[config.mk]
export PLATFORM = sky130hd
export DESIGN_NAME = morse_code_keyer_top
export DESIGN_NICKNAME = d
export VERILOG_FILES = /design/src/rtl/mck_pkg.sv /design/src/rtl/morse_code_keyer_top.sv /design/src/rtl/mck_lookup.sv /design/src/rtl/mck_keyer.sv
export SDC_FILE = /design/constraint.sdc
export NUM_CORES = 1
export LEC_CHECK = 0
export BUFFER_PORTS_ARGS = -buffer_cell sky130_fd_sc_hd__buf_2
export CAP_MARGIN = 20
export CORE_UTILIZATION = 45
export CTS_CLUSTER_SIZE = 12
export DETAILED_ROUTE_END_ITERATION = 16
export HOLD_SLACK_MARGIN = 0.08
export MAX_ROUTING_LAYER = met4
export PLACE_DENSITY_LB_ADDON = 0.15
export SYNTH_ARGS = -nofsm -noshare
export SYNTH_HDL_FRONTEND = slang
export SYNTH_SLANG_ARGS = --single-unit
[constraint.sdc]
create_clock -name clk -period 4.1 [get_ports clk]
set_input_delay 0.41 -clock clk [delete_from_list [all_inputs] [get_ports clk]]
set_output_delay 0.41 -clock clk [all_outputs]
set_load 0.01 [all_outputs]
[src/rtl/mck_pkg.sv]
// Shared types, constants and the character code table for the Morse keyer.
// Used by every module of the block; depends on nothing else.
package mck_pkg;

  localparam int CharW   = 7;   // ASCII code width
  localparam int CodeW   = 7;   // sentinel Morse code width
  localparam int CountW  = 3;   // elements in one character
  localparam int TickW   = 5;   // tick counter and duration registers
  localparam int StatusW = 2;
  localparam int CfgIdxW = 3;
  localparam int TableN  = 36;
  localparam int TableIdxW = 6;

  // Offer status codes
  localparam logic [StatusW-1:0] ST_NONE     = 2'd0;
  localparam logic [StatusW-1:0] ST_ACCEPTED = 2'd1;
  localparam logic [StatusW-1:0] ST_BUSY     = 2'd2;
  localparam logic [StatusW-1:0] ST_UNSUPP   = 2'd3;

  // Input command codes
  localparam logic CMD_OFFER = 1'b0;
  localparam logic CMD_TICK  = 1'b1;

  // Configuration register indexes
  localparam logic [CfgIdxW-1:0] REG_DOT    = 3'd0;
  localparam logic [CfgIdxW-1:0] REG_DASH   = 3'd1;
  localparam logic [CfgIdxW-1:0] REG_EGAP   = 3'd2;
  localparam logic [CfgIdxW-1:0] REG_LGAP   = 3'd3;
  localparam logic [CfgIdxW-1:0] REG_WORD   = 3'd4;

  // Register reset values
  localparam logic [TickW-1:0] DOT_RESET  = 5'd2;
  localparam logic [TickW-1:0] DASH_RESET = 5'd6;
  localparam logic [TickW-1:0] EGAP_RESET = 5'd2;
  localparam logic [TickW-1:0] LGAP_RESET = 5'd6;
  localparam logic [TickW-1:0] WORD_RESET = 5'd14;

  // ASCII anchors
  localparam logic [CharW-1:0] ASC_SPACE = 7'd32;
  localparam logic [CharW-1:0] ASC_ZERO  = 7'd48;
  localparam logic [CharW-1:0] ASC_NINE  = 7'd57;
  localparam logic [CharW-1:0] ASC_A     = 7'd65;
  localparam logic [CharW-1:0] ASC_Z     = 7'd90;
  localparam logic [CharW-1:0] ASC_LETTER_BASE = 7'd55; // 'A' minus ten
  localparam logic [CharW-1:0] ASC_COLON = 7'd58;
  localparam logic [CharW-1:0] ASC_COMMA = 7'd44;
  localparam logic [CharW-1:0] ASC_BANG  = 7'd33;
  localparam logic [CharW-1:0] ASC_DASH  = 7'd45;
  localparam logic [CharW-1:0] ASC_AT    = 7'd64;
  localparam logic [CharW-1:0] ASC_DOT   = 7'd46;
  localparam logic [CharW-1:0] ASC_QUERY = 7'd63;

  // Punctuation sentinel codes
  localparam logic [CodeW-1:0] CODE_COLON = 7'd71;
  localparam logic [CodeW-1:0] CODE_COMMA = 7'd76;
  localparam logic [CodeW-1:0] CODE_BANG  = 7'd84;
  localparam logic [CodeW-1:0] CODE_DASH  = 7'd94;
  localparam logic [CodeW-1:0] CODE_AT    = 7'd101;
  localparam logic [CodeW-1:0] CODE_DOT   = 7'd106;
  localparam logic [CodeW-1:0] CODE_QUERY = 7'd115;

  // Sentinel codes for '0'..'9' then 'A'..'Z'; 1 = dot, 0 = dash
  localparam logic [CodeW-1:0] CODE_TABLE [TableN] = '{
    7'd32, 7'd48, 7'd56, 7'd60, 7'd62, 7'd63, 7'd47, 7'd39, 7'd35, 7'd33,
    7'd6,  7'd23, 7'd21, 7'd11, 7'd3,  7'd29, 7'd9,  7'd31, 7'd7,  7'd24,
    7'd10, 7'd27, 7'd4,  7'd5,  7'd8,  7'd25, 7'd18, 7'd13, 7'd15, 7'd2,
    7'd14, 7'd30, 7'd12, 7'd22, 7'd20, 7'd19
  };

  // Duration registers
  typedef struct packed {
    logic [TickW-1:0] dot_ticks;
    logic [TickW-1:0] dash_ticks;
    logic [TickW-1:0] element_gap_ticks;
    logic [TickW-1:0] letter_gap_ticks;
    logic [TickW-1:0] word_gap_ticks;
  } cfg_t;

  // Lookup result
  typedef struct packed {
    logic              supported;
    logic              is_space;
    logic [CodeW-1:0]  code;
    logic [CountW-1:0] elements;
  } lookup_t;

  // One result item
  typedef struct packed {
    logic               key_on;
    logic               char_done;
    logic               busy_res;
    logic [StatusW-1:0] offer_status;
  } result_t;

endpackage

[src/rtl/morse_code_keyer_top.sv]
// Morse code keyer top level: input register, duration registers, result register.
// Depends on mck_pkg and mck_keyer.
//
//  Channel   Signals                           Carries
//  s_        s_tvalid s_tready s_tdata s_tuser  command, offered character
//  m_        m_tvalid m_tready m_tdata          one result per input item
//  cfg_      cfg_valid cfg_ready cfg_index      duration register writes
//            cfg_data
//
// Each item passes through the input register, then through the keyer into the result
// register. One item per cycle sustained while the m_ side does not stall.
// A stalled m_ side holds the result register; the input register then holds and
// s_tready drops only when both are full. Reset clears all valid flags, keying
// state and restores the default durations. Configuration writes always complete.
module morse_code_keyer_top (
  input  logic       clk,
  input  logic       rst,
  // Input stream
  input  logic       s_tvalid,
  output logic       s_tready,
  input  logic [7:0] s_tdata,    // [6:0] char_code, [7] zero
  input  logic       s_tuser,    // [0] command
  // Result stream
  output logic       m_tvalid,
  input  logic       m_tready,
  output logic [7:0] m_tdata,    // [0] key_on, [1] char_done, [2] busy_res,
                                 // [4:3] offer_status, [7:5] zero
  // Configuration
  input  logic                          cfg_valid,
  output logic                          cfg_ready,
  input  logic [mck_pkg::CfgIdxW-1:0]   cfg_index,
  input  logic [mck_pkg::TickW-1:0]     cfg_data
);

  logic                      in_valid;
  logic                      in_command;
  logic [mck_pkg::CharW-1:0] in_char;
  logic                      advance;
  mck_pkg::cfg_t             cfg;
  mck_pkg::result_t          result;
  mck_pkg::result_t          out_result;

  // Handshake: the keyer stage moves when the result register can take it
  assign advance   = in_valid && (!m_tvalid || m_tready);
  assign s_tready  = !in_valid || advance;
  assign cfg_ready = 1'b1;

  // Input register
  always_ff @(posedge clk) begin
    if (rst) begin
      in_valid <= 1'b0;
    end else if (s_tready) begin
      in_valid <= s_tvalid;
    end
    if (s_tvalid && s_tready) begin
      in_command <= s_tuser;
      in_char    <= s_tdata[mck_pkg::CharW-1:0];
    end
  end

  // Duration registers
  always_ff @(posedge clk) begin
    if (rst) begin
      cfg.dot_ticks         <= mck_pkg::DOT_RESET;
      cfg.dash_ticks        <= mck_pkg::DASH_RESET;
      cfg.element_gap_ticks <= mck_pkg::EGAP_RESET;
      cfg.letter_gap_ticks  <= mck_pkg::LGAP_RESET;
      cfg.word_gap_ticks    <= mck_pkg::WORD_RESET;
    end else if (cfg_valid && cfg_ready) begin
      case (cfg_index)
        mck_pkg::REG_DOT:  cfg.dot_ticks         <= cfg_data;
        mck_pkg::REG_DASH: cfg.dash_ticks        <= cfg_data;
        mck_pkg::REG_EGAP: cfg.element_gap_ticks <= cfg_data;
        mck_pkg::REG_LGAP: cfg.letter_gap_ticks  <= cfg_data;
        mck_pkg::REG_WORD: cfg.word_gap_ticks    <= cfg_data;
        default: ;
      endcase
    end
  end

  mck_keyer u_keyer (
    .clk       (clk),
    .rst       (rst),
    .advance   (advance),
    .command   (in_command),
    .char_code (in_char),
    .cfg       (cfg),
    .result    (result)
  );

  // Result register
  always_ff @(posedge clk) begin
    if (rst) begin
      m_tvalid <= 1'b0;
    end else if (advance) begin
      m_tvalid <= 1'b1;
    end else if (m_tready) begin
      m_tvalid <= 1'b0;
    end
    if (advance) begin
      out_result <= result;
    end
  end

  assign m_tdata = {3'b000, out_result.offer_status, out_result.busy_res,
                    out_result.char_done, out_result.key_on};

endmodule

[src/rtl/mck_lookup.sv]
// Character decoder: ASCII code to sentinel Morse code and element count.
// Depends on mck_pkg for the code table and constants.
module mck_lookup (
  input  logic [mck_pkg::CharW-1:0] char_code,
  output mck_pkg::lookup_t          info
);

  logic [mck_pkg::TableIdxW-1:0] digit_idx;
  logic [mck_pkg::TableIdxW-1:0] letter_idx;
  logic [mck_pkg::CodeW-1:0]     code;
  logic                          supported;
  logic                          is_space;
  logic [mck_pkg::CountW-1:0]    elements;

  assign digit_idx  = mck_pkg::TableIdxW'(char_code - mck_pkg::ASC_ZERO);
  assign letter_idx = mck_pkg::TableIdxW'(char_code - mck_pkg::ASC_LETTER_BASE);

  // Map the character onto its code
  always_comb begin
    supported = 1'b1;
    is_space  = 1'b0;
    code      = '0;
    if (char_code == mck_pkg::ASC_SPACE) begin
      is_space = 1'b1;
    end else if (char_code == mck_pkg::ASC_COLON) begin
      code = mck_pkg::CODE_COLON;
    end else if (char_code == mck_pkg::ASC_COMMA) begin
      code = mck_pkg::CODE_COMMA;
    end else if (char_code == mck_pkg::ASC_BANG) begin
      code = mck_pkg::CODE_BANG;
    end else if (char_code == mck_pkg::ASC_DASH) begin
      code = mck_pkg::CODE_DASH;
    end else if (char_code == mck_pkg::ASC_AT) begin
      code = mck_pkg::CODE_AT;
    end else if (char_code == mck_pkg::ASC_DOT) begin
      code = mck_pkg::CODE_DOT;
    end else if (char_code == mck_pkg::ASC_QUERY) begin
      code = mck_pkg::CODE_QUERY;
    end else if (char_code inside {[mck_pkg::ASC_ZERO:mck_pkg::ASC_NINE]}) begin
      code = mck_pkg::CODE_TABLE[digit_idx];
    end else if (char_code inside {[mck_pkg::ASC_A:mck_pkg::ASC_Z]}) begin
      code = mck_pkg::CODE_TABLE[letter_idx];
    end else begin
      supported = 1'b0;
    end
  end

  // Element count is the sentinel's bit position
  always_comb begin
    elements = '0;
    for (int i = 1; i < mck_pkg::CodeW; i++) begin
      if (code[i]) elements = mck_pkg::CountW'(i);
    end
  end

  assign info = {supported, is_space, code, elements};

endmodule

[src/rtl/mck_keyer.sv]
// Keying state machine: phase, element and tick state, and the next result.
// Depends on mck_pkg and mck_lookup.
module mck_keyer (
  input  logic                      clk,
  input  logic                      rst,
  input  logic                      advance,   // item in the input register is consumed
  input  logic                      command,
  input  logic [mck_pkg::CharW-1:0] char_code,
  input  mck_pkg::cfg_t             cfg,
  output mck_pkg::result_t          result
);

  typedef enum logic [2:0] {
    PH_IDLE = 3'd0,
    PH_MARK = 3'd1,
    PH_EGAP = 3'd2,
    PH_WORD = 3'd3,
    PH_LGAP = 3'd4
  } phase_t;

  phase_t                      phase, phase_next;
  logic [mck_pkg::CodeW-1:0]   code_shift, code_shift_next;
  logic [mck_pkg::CountW-1:0]  elements_left, elements_left_next;
  logic [mck_pkg::TickW-1:0]   tick_count, tick_count_next;

  mck_pkg::lookup_t            info;
  logic [mck_pkg::CountW-1:0]  bit_sel;
  logic                        is_dot;
  logic [mck_pkg::TickW-1:0]   phase_len;
  logic [mck_pkg::TickW-1:0]   tick_inc;
  logic                        phase_end;

  mck_lookup u_lookup (
    .char_code (char_code),
    .info      (info)
  );

  // Current element: bit just below the remaining elements
  assign bit_sel = elements_left - 1'b1;
  assign is_dot  = (bit_sel < mck_pkg::CountW'(mck_pkg::CodeW)) ? code_shift[bit_sel] : 1'b0;

  // Length of the running phase
  always_comb begin
    case (phase)
      PH_MARK: phase_len = is_dot ? cfg.dot_ticks : cfg.dash_ticks;
      PH_EGAP: phase_len = cfg.element_gap_ticks;
      PH_WORD: phase_len = cfg.word_gap_ticks;
      PH_LGAP: phase_len = cfg.letter_gap_ticks;
      default: phase_len = '0;
    endcase
  end

  // Zero length ends after one tick, as does counter wrap
  assign tick_inc  = tick_count + 1'b1;
  assign phase_end = (tick_inc >= phase_len) || (tick_inc == '0);

  // Next state and result for the item at the input register
  always_comb begin
    phase_next         = phase;
    code_shift_next    = code_shift;
    elements_left_next = elements_left;
    tick_count_next    = tick_count;
    result             = '0;

    if (command == mck_pkg::CMD_OFFER) begin
      if (phase != PH_IDLE) begin
        result.offer_status = mck_pkg::ST_BUSY;
      end else if (!info.supported) begin
        result.offer_status = mck_pkg::ST_UNSUPP;
      end else begin
        result.offer_status = mck_pkg::ST_ACCEPTED;
        tick_count_next     = '0;
        code_shift_next     = info.code;
        elements_left_next  = info.elements;
        phase_next          = info.is_space ? PH_WORD : PH_MARK;
      end
    end else begin
      if (phase != PH_IDLE) begin
        tick_count_next = phase_end ? '0 : tick_inc;
      end
      case (phase)
        PH_MARK: begin
          result.key_on = 1'b1;
          if (phase_end) phase_next = PH_EGAP;
        end
        PH_EGAP: begin
          if (phase_end) begin
            elements_left_next = elements_left - 1'b1;
            phase_next = (elements_left == mck_pkg::CountW'(1)) ? PH_LGAP : PH_MARK;
          end
        end
        PH_WORD: begin
          if (phase_end) phase_next = PH_LGAP;
        end
        PH_LGAP: begin
          if (phase_end) begin
            phase_next         = PH_IDLE;
            code_shift_next    = '0;
            elements_left_next = '0;
            result.char_done   = 1'b1;
          end
        end
        default: begin
          phase_next = PH_IDLE;
        end
      endcase
    end
    result.busy_res = (phase_next != PH_IDLE);
  end

  // State registers
  always_ff @(posedge clk) begin
    if (rst) begin
      phase         <= PH_IDLE;
      code_shift    <= '0;
      elements_left <= '0;
      tick_count    <= '0;
    end else if (advance) begin
      phase         <= phase_next;
      code_shift    <= code_shift_next;
      elements_left <= elements_left_next;
      tick_count    <= tick_count_next;
    end
  end

endmodule
# After elaboration in Yosys (flattened, before gate mapping)

Memory sizes are Yosys's and may differ from the RTL's.
Index checks and enable logic that the tools add are counted.

Flip-flop bits (word level): 58
Latch bits: 0
Logic and storage cells: 152
ROM bits: 896
Memories: 2
Memory bits (writable): 0
Bits of input ports: 22

Multiply operators: 0
$add $sub $neg: 4
Bitwise gates (word level): 2
Reduce and logical (&&, ||, !) cells: 25
Shift operators: 0
Multiplexer cells: 68
Equality and inequality tests: 24
$lt $le $gt $ge: 9
Divide/modulo/power cells: 0

Memories:

| memory          | depth | width | read ports | clocked after Yosys merged registers in | write ports | RTL line         | text |
|---|---|---|---|---|---|---|---|
| (no name shown) | 64    | 7     | 1          | 0                                       | 0           | mck_lookup.sv:42 | `code = mck_pkg::CODE_TABLE[letter_idx];` |
| (no name shown) | 64    | 7     | 1          | 0                                       | 0           | mck_lookup.sv:40 | `code = mck_pkg::CODE_TABLE[digit_idx];` |

Operator list:

| cell                                                                             | number |
|---|---|
| 7-bit two-way mux                                                                | 19 |
| 3-bit two-way mux                                                                | 18 |
| 7-bit by 6-bit == test with 1-bit output, second input constant                  | 7 |
| 5-bit two-way mux                                                                | 6 |
| 7-bit >= comparator, second input constant                                       | 3 |
| 5-bit one-hot mux with 4 select lines                                            | 1 |
| 1-bit two-way mux                                                                | 18 |
| 6-bit inverter with 7-bit output                                                 | 2 |
| 3-bit by 2-bit == test with 1-bit output, second input constant                  | 4 |
| 3-bit one-hot mux with 4 select lines                                            | 1 |
| 2-bit AND reduction                                                              | 6 |
| 6-bit subtractor, second input constant                                          | 2 |
| 3-bit by 1-bit == test with 1-bit output, second input constant                  | 3 |
| 7-bit == test, second input constant                                             | 1 |
| 7-bit by 6-bit >= comparator with 1-bit output, second input constant            | 1 |
| 7-bit by 6-bit less-or-equal comparator with 1-bit output, second input constant | 1 |
| 7-bit less-or-equal comparator, second input constant                            | 1 |
| 3-bit == test, second input constant                                             | 2 |
| 2-bit two-way mux                                                                | 3 |
| 2-bit by 1-bit != test with 1-bit output, second input constant                  | 3 |
| 3-bit by 2-bit != test with 1-bit output, second input constant                  | 2 |
| 3-bit one-hot mux with 2 select lines                                            | 1 |
| 6-bit AND reduction                                                              | 1 |
| 3-bit nonzero test                                                               | 2 |
| 17 further kinds                                                                 | 24 |

# Depth between registers and ports, before layout

Depth in word-level cells: 24
Gate-level depth with buffers: 17

# Hierarchy

From an unflattened synthesis, not the netlist that was laid out.

Cells, all modules: 535
Area total of the unflattened synthesis: 4593.2 um^2

Modules (own cells, without submodules):

| module               | cells each | sequential area each (um^2) | area each (um^2) | instances |
|---|---|---|---|---|
| mck_lookup           | 243        | 0.0                         | 1646.6           | 1 |
| morse_code_keyer_top | 126        | 930.9                       | 1535.2           | 1 |
| mck_keyer            | 166        | 360.3                       | 1411.4           | 1 |

# Worst setup path before layout

Ideal clock, no wire load.

Path type: flip-flop to flip-flop
Start: reg u_keyer.elements_left[0] in the netlist's numbering
End: reg u_keyer.elements_left[0] in the netlist's numbering
Stages on the path, launching flop included: 17
Path slack: -0.431 ns
Arrival time: 4.457 ns
Clock period less this slack: 4.531 ns
Setup time: 0.075 ns
Cells stage by stage: dfxtp_1 inv_1 ha_1 xnor2_1 mux4_2 a21oi_1 mux2_2 a222oi_1 ha_1 o21a_1 o21ai_0 a21oi_1 o221ai_1 a2111oi_4 mux2_1 or3_1 o22ai_1

Word-level cells in the longest chain between the ends: 10
Elaborated cells between the ends (all ways): 15
Those cells by class: 1 x add/sub; 2 x order compare; 2 x eq/ne; 8 x mux; 2 x reduce/logical

RTL lines:

| what                                               | RTL line                         | text |
|---|---|---|
| start: declaration                                 | mck_keyer.sv:23                  | `logic [mck_pkg::CountW-1:0] elements_left, elements_left_next;` |
| start signal: assignment                           | mck_keyer.sv:121                 | `elements_left <= elements_left_next;` |
| 3-bit by 1-bit subtractor with 3-bit output *      | mck_keyer.sv:39, mck_keyer.sv:88 |  |
| 1-bit binary-select mux with 3-bit select          | mck_keyer.sv:40                  | `assign is_dot = (bit_sel < mck_pkg::CountW'(mck_pkg::CodeW)) ? code_shift[bit_sel] : 1'b0;` |
| 1-bit two-way mux (not written as such)            | mck_keyer.sv:40                  |  |
| 1-bit two-way mux                                  | mck_keyer.sv:40                  |  |
| 5-bit two-way mux                                  | mck_keyer.sv:45                  | `PH_MARK: phase_len = is_dot ? cfg.dot_ticks : cfg.dash_ticks;` |
| 5-bit one-hot mux with 4 select lines              | mck_keyer.sv:44                  | `case (phase)` |
| 5-bit >= comparator                                | mck_keyer.sv:55                  | `assign phase_end = (tick_inc >= phase_len) \|\| (tick_inc == '0);` |
| 1-bit logical OR                                   | mck_keyer.sv:55                  |  |
| 3-bit by 2-bit != test with 1-bit output (no line) | -                                |  |
| 6-bit AND reduction (no line)                      | -                                |  |

Mark *: on every way between the ends. The rest lies on a longest branch, timed or not. The select of a mux whose other input is x is not followed.
A chain may end at the register's enable or synchronous reset.

# Final worst setup path

Start: reg u_keyer.elements_left[0] in the netlist's numbering
End: reg u_keyer.elements_left[1] in the netlist's numbering

Same word-level chain as after synthesis.

==> impl_metrics.json <==
{
  "status": "finished, violations left",
  "violations": "setup timing",
  "synth-main-ff-cell": "dfxtp_1",
  "rows": 35,
  "syn_area_per_cell_sq_um": 8.34,
  "hold_ws_ns": 0.244,
  "crit_fanout": 5,
  "synth_cells": 520,
  "maxCapViolCount": 0,
  "worstPathArrival_ns": 4.45,
  "die_y_um": 100,
  "synth_area_leader_cell": "dfxtp_1",
  "netlist_area_sq_um": 4340,
  "rsz0062_at_grt": "true",
  "antenna_cells": 0,
  "grt_pass1_wl_mm": 18.4,
  "fp.dieW_um": 100,
  "numCtsBuffers": 9,
  "final_common_cell": "nor2_1",
  "antenna_found_initial": 0,
  "synth_top_family_by_area": "simple AND/OR/NAND/NOR gates",
  "ys_ff_latch": 58,
  "post-route-util_pct": 54.0,
  "setup_slack_ns": -0.111,
  "fill_cells": 890,
  "antenna_left": 0,
  "synth_edf_count": 13,
  "synth_cell_type_count": 83,
  "cellPowerDensity_nw_per_um2": 304,
  "clock_path_buffers": 2,
  "vias": 4048,
  "fin_cells": 690,
  "seq_area_frac_synth_pct": 29.8,
  "slew_headroom_pct": 24.0,
  "vdd_ir_drop_max_uv": 214,
  "synthAdderAreaFrac_pct": 6.35,
  "wl_per_cell_um": 16.0,
  "ff2ff_setup_slack_ns": -0.11,
  "grt_overflow_total": 0,
  "required_ns": 4.34,
  "dr.pass1.iters": 7,
  "critPathKind": "flop to flop",
  "synth_xor_area_share_pct": 1.59,
  "core-area_sq_um": 9280,
  "cts.sinks": 58,
  "fmax_mhz": 237,
  "p_leak_uw": 0.00197,
  "root_buffer": "clkbuf_8",
  "grt_use_total_pct": 23.4,
  "hold_viol_final": 0,
  "first_iter_violations": 321,
  "min_path_type": "primary input to flop",
  "dp_slack_ns": -0.194,
  "synthMuxAreaShare_pct": 7.45,
  "clk-insertion-delay-late_ns": 0.34,
  "r2r-start": "u_keyer.elements_left[0]$_SDFFE_PP0P_",
  "synth-compound-area-share_pct": 24.1,
  "fin_crit_sh_pct": 103,
  "h-tree-depth": 3,
  "path_clk_slew_ns": 0.07,
  "final_cell_mix": "nor2_1 (63), dfxtp_1 (43), nand2_1 (29), buf_4 (29), buf_2 (27)",
  "yosysWarnings": 0,
  "io_buffers": 27,
  "r2r-end": "u_keyer.elements_left[1]$_SDFFE_PP0P_",
  "fin_skew_ns": 0.0104,
  "io_pins": 33,
  "synth.area.top_cells": "dfxtp_1 (21%), edfxtp_1 (9.0%), ha_1 (6.3%), nor2_1 (5.5%), mux2i_1 (4.8%)",
  "startpoint": "u_keyer.elements_left[0]$_SDFFE_PP0P_",
  "crit_end": "u_keyer.elements_left[1]$_SDFFE_PP0P_",
  "worst_slew_pin_slew_ns": 1.13,
  "r2r.worst_path.cells": 17,
  "cts_tree": "done",
  "final_layout_size_suffix_gt1_share_pct": 20.7,
  "yosys.area_share.simple_pct": 24.4,
  "synth_top_area_share_pct": 20.8,
  "dieArea_sq_um": 10000,
  "start_util_pct": 46.7,
  "wl_mm": 11.0,
  "synthToLayoutAreaGrowth_pct": 15.7,
  "async_flop_share_pct": 0,
  "cp-end-kind": "flop",
  "fin_nets": 600,
  "startpoint_type": "flop",
  "setup_violations": 2,
  "dp_hpwl_mm": 7.90,
  "avgViaCountPerCell": 5.87,
  "maxSlewViolCount": 0,
  "grt_max_degree": 48,
  "drc": 0,
  "grt_pass1_vias": 3733,
  "finalCriticalPeriod_ns": 4.21,
  "gp_congestion": 0.936,
  "place_inst": 668
}
## metal layers
metal / GRT usage [%] / routed length, um / vias to the layer above
met5: - / 0 / -
met4: 6.24 / 157 / 0
met3: 4.04 / 503 / 18
met2: 34.0 / 4910 / 114
met1: 33.4 / 5450 / 1918
li1: - / - / 1998
## stage by stage
| stage | instance area (sq um) | setup TNS, ns | total power [uW] |
|---|---|---|---|
| floorplan | 4410 | -0.0124 | 895 |
| global placement | 4730 | -0.170 | 994 |
| global route | 5020 | -1.85 | 1600 |
| finish | 5020 | -0.155 | 1530 |
| detailed placement | 4730 | -0.357 | 1000 |
| CTS | 4960 | -0.328 | 1520 |
## layout make-up
class	count	area, sq um	share of cell area (%)
multi-input cells	404	2880	57.4
clock inverters	6	46.3	0.923
well taps	129	161	3.22
repair buffers	60	398	7.93
clock buffers	10	149	2.97
flip-flops and latches	58	1300	25.8
inverters	23	88.8	1.77
## how the worst min path moves through the flow
stage | from | to | slack, ns | cells past startpoint
final | s_tdata[1] | in_char[1]$_DFFE_PP_ | 0.24 | 1
after global routing | s_tdata[4] | in_char[4]$_DFFE_PP_ | 0.23 | 1
after floorplan | u_keyer.code_shift[0]$_SDFFE_PP0P_ | u_keyer.code_shift[0]$_SDFFE_PP0P_ | 0.43 | 2
after global placement | u_keyer.code_shift[0]$_SDFFE_PP0P_ | u_keyer.code_shift[0]$_SDFFE_PP0P_ | 0.44 | 2
after detailed placement | cfg[6]$_SDFFE_PP1P_ | cfg[6]$_SDFFE_PP1P_ | 0.45 | 1
after CTS | s_tdata[0] | in_char[0]$_DFFE_PP_ | 0.23 | 1
## power by group
| group | total [uW] | switching, uW | internal (uW) | leakage (uW) |
|---|---|---|---|---|
| registers | 629 | 23.7 | 606 | 0.000493 |
| clock network | 511 | 251 | 260 | 0.0000989 |
| logic | 385 | 215 | 171 | 0.00137 |
| total | 1530 | 489 | 1040 | 0.00197 |
## cells in the mapped netlist (all sizes together) (4+ instances only)
library cell / instances
edfxtp: 13
mux2i: 21
o21ai: 24
xnor2: 6
a22o: 4
nand2: 30
o211ai: 8
nor4: 5
and2: 5
nand3b: 5
nor2: 66
nor2b: 19
nand4b: 4
ha: 22
nand3: 12
o22ai: 4
buf: 16
or2: 4
a31oi: 6
a211o: 13
nor3b: 6
dfxtp: 45
a222oi: 4
clkbuf: 21
nand4: 5
a311oi: 5
a21oi: 28
a22oi: 8
nand2b: 8
mux2: 6
inv: 20
a211oi: 6
nor3: 15
## worst max-delay path, stage by stage, from the launching register on
cell	delay [ns]
dfxtp_4	0.36
inv_4	0.04
ha_4	0.16
xnor2_4	0.17
mux4_2	0.55
a21oi_4	0.25
mux2_2	0.37
a222oi_1	0.33
ha_1	0.18
o21a_1	0.14
o21ai_2	0.06
a21oi_2	0.14
o221ai_2	0.14
a2111oi_4	0.41
buf_4	0.19
nor2_2	0.04
or4b_4	0.48
o32ai_2	0.11
## state kept, by name (all words and copies together) (netlist names), 3 cells and up
register / cells
in_char: 7
m_tdata: 5
u_keyer.tick_count: 5
u_keyer.code_shift: 7
cfg: 25
u_keyer.phase: 3
u_keyer.elements_left: 3
## timing repair
| action | CTS | global route |
|---|---|---|
| gates cloned | 0 | 0 |
| buffers inserted | 3 | 4 |
| hold buffers | 0 | 0 |
| gates resized for setup | 5 | 9 |
| pin swaps | 12 | 8 |
| endpoints found under the setup margin | 3 | 18 |
## kinds of logic after synthesis
| group | Yosys count |
|---|---|
| adder cells (fa/ha/maj) | 22 |
| flip-flops | 58 |
| AND/OR/NAND/NOR | 199 |
| other | 2 |
| buffers and inverters | 60 |
| XOR/XNOR | 7 |
| AO/OA/AOI/OAI | 143 |
| multiplexers | 29 |
Power figures use the tool's default switching activity.
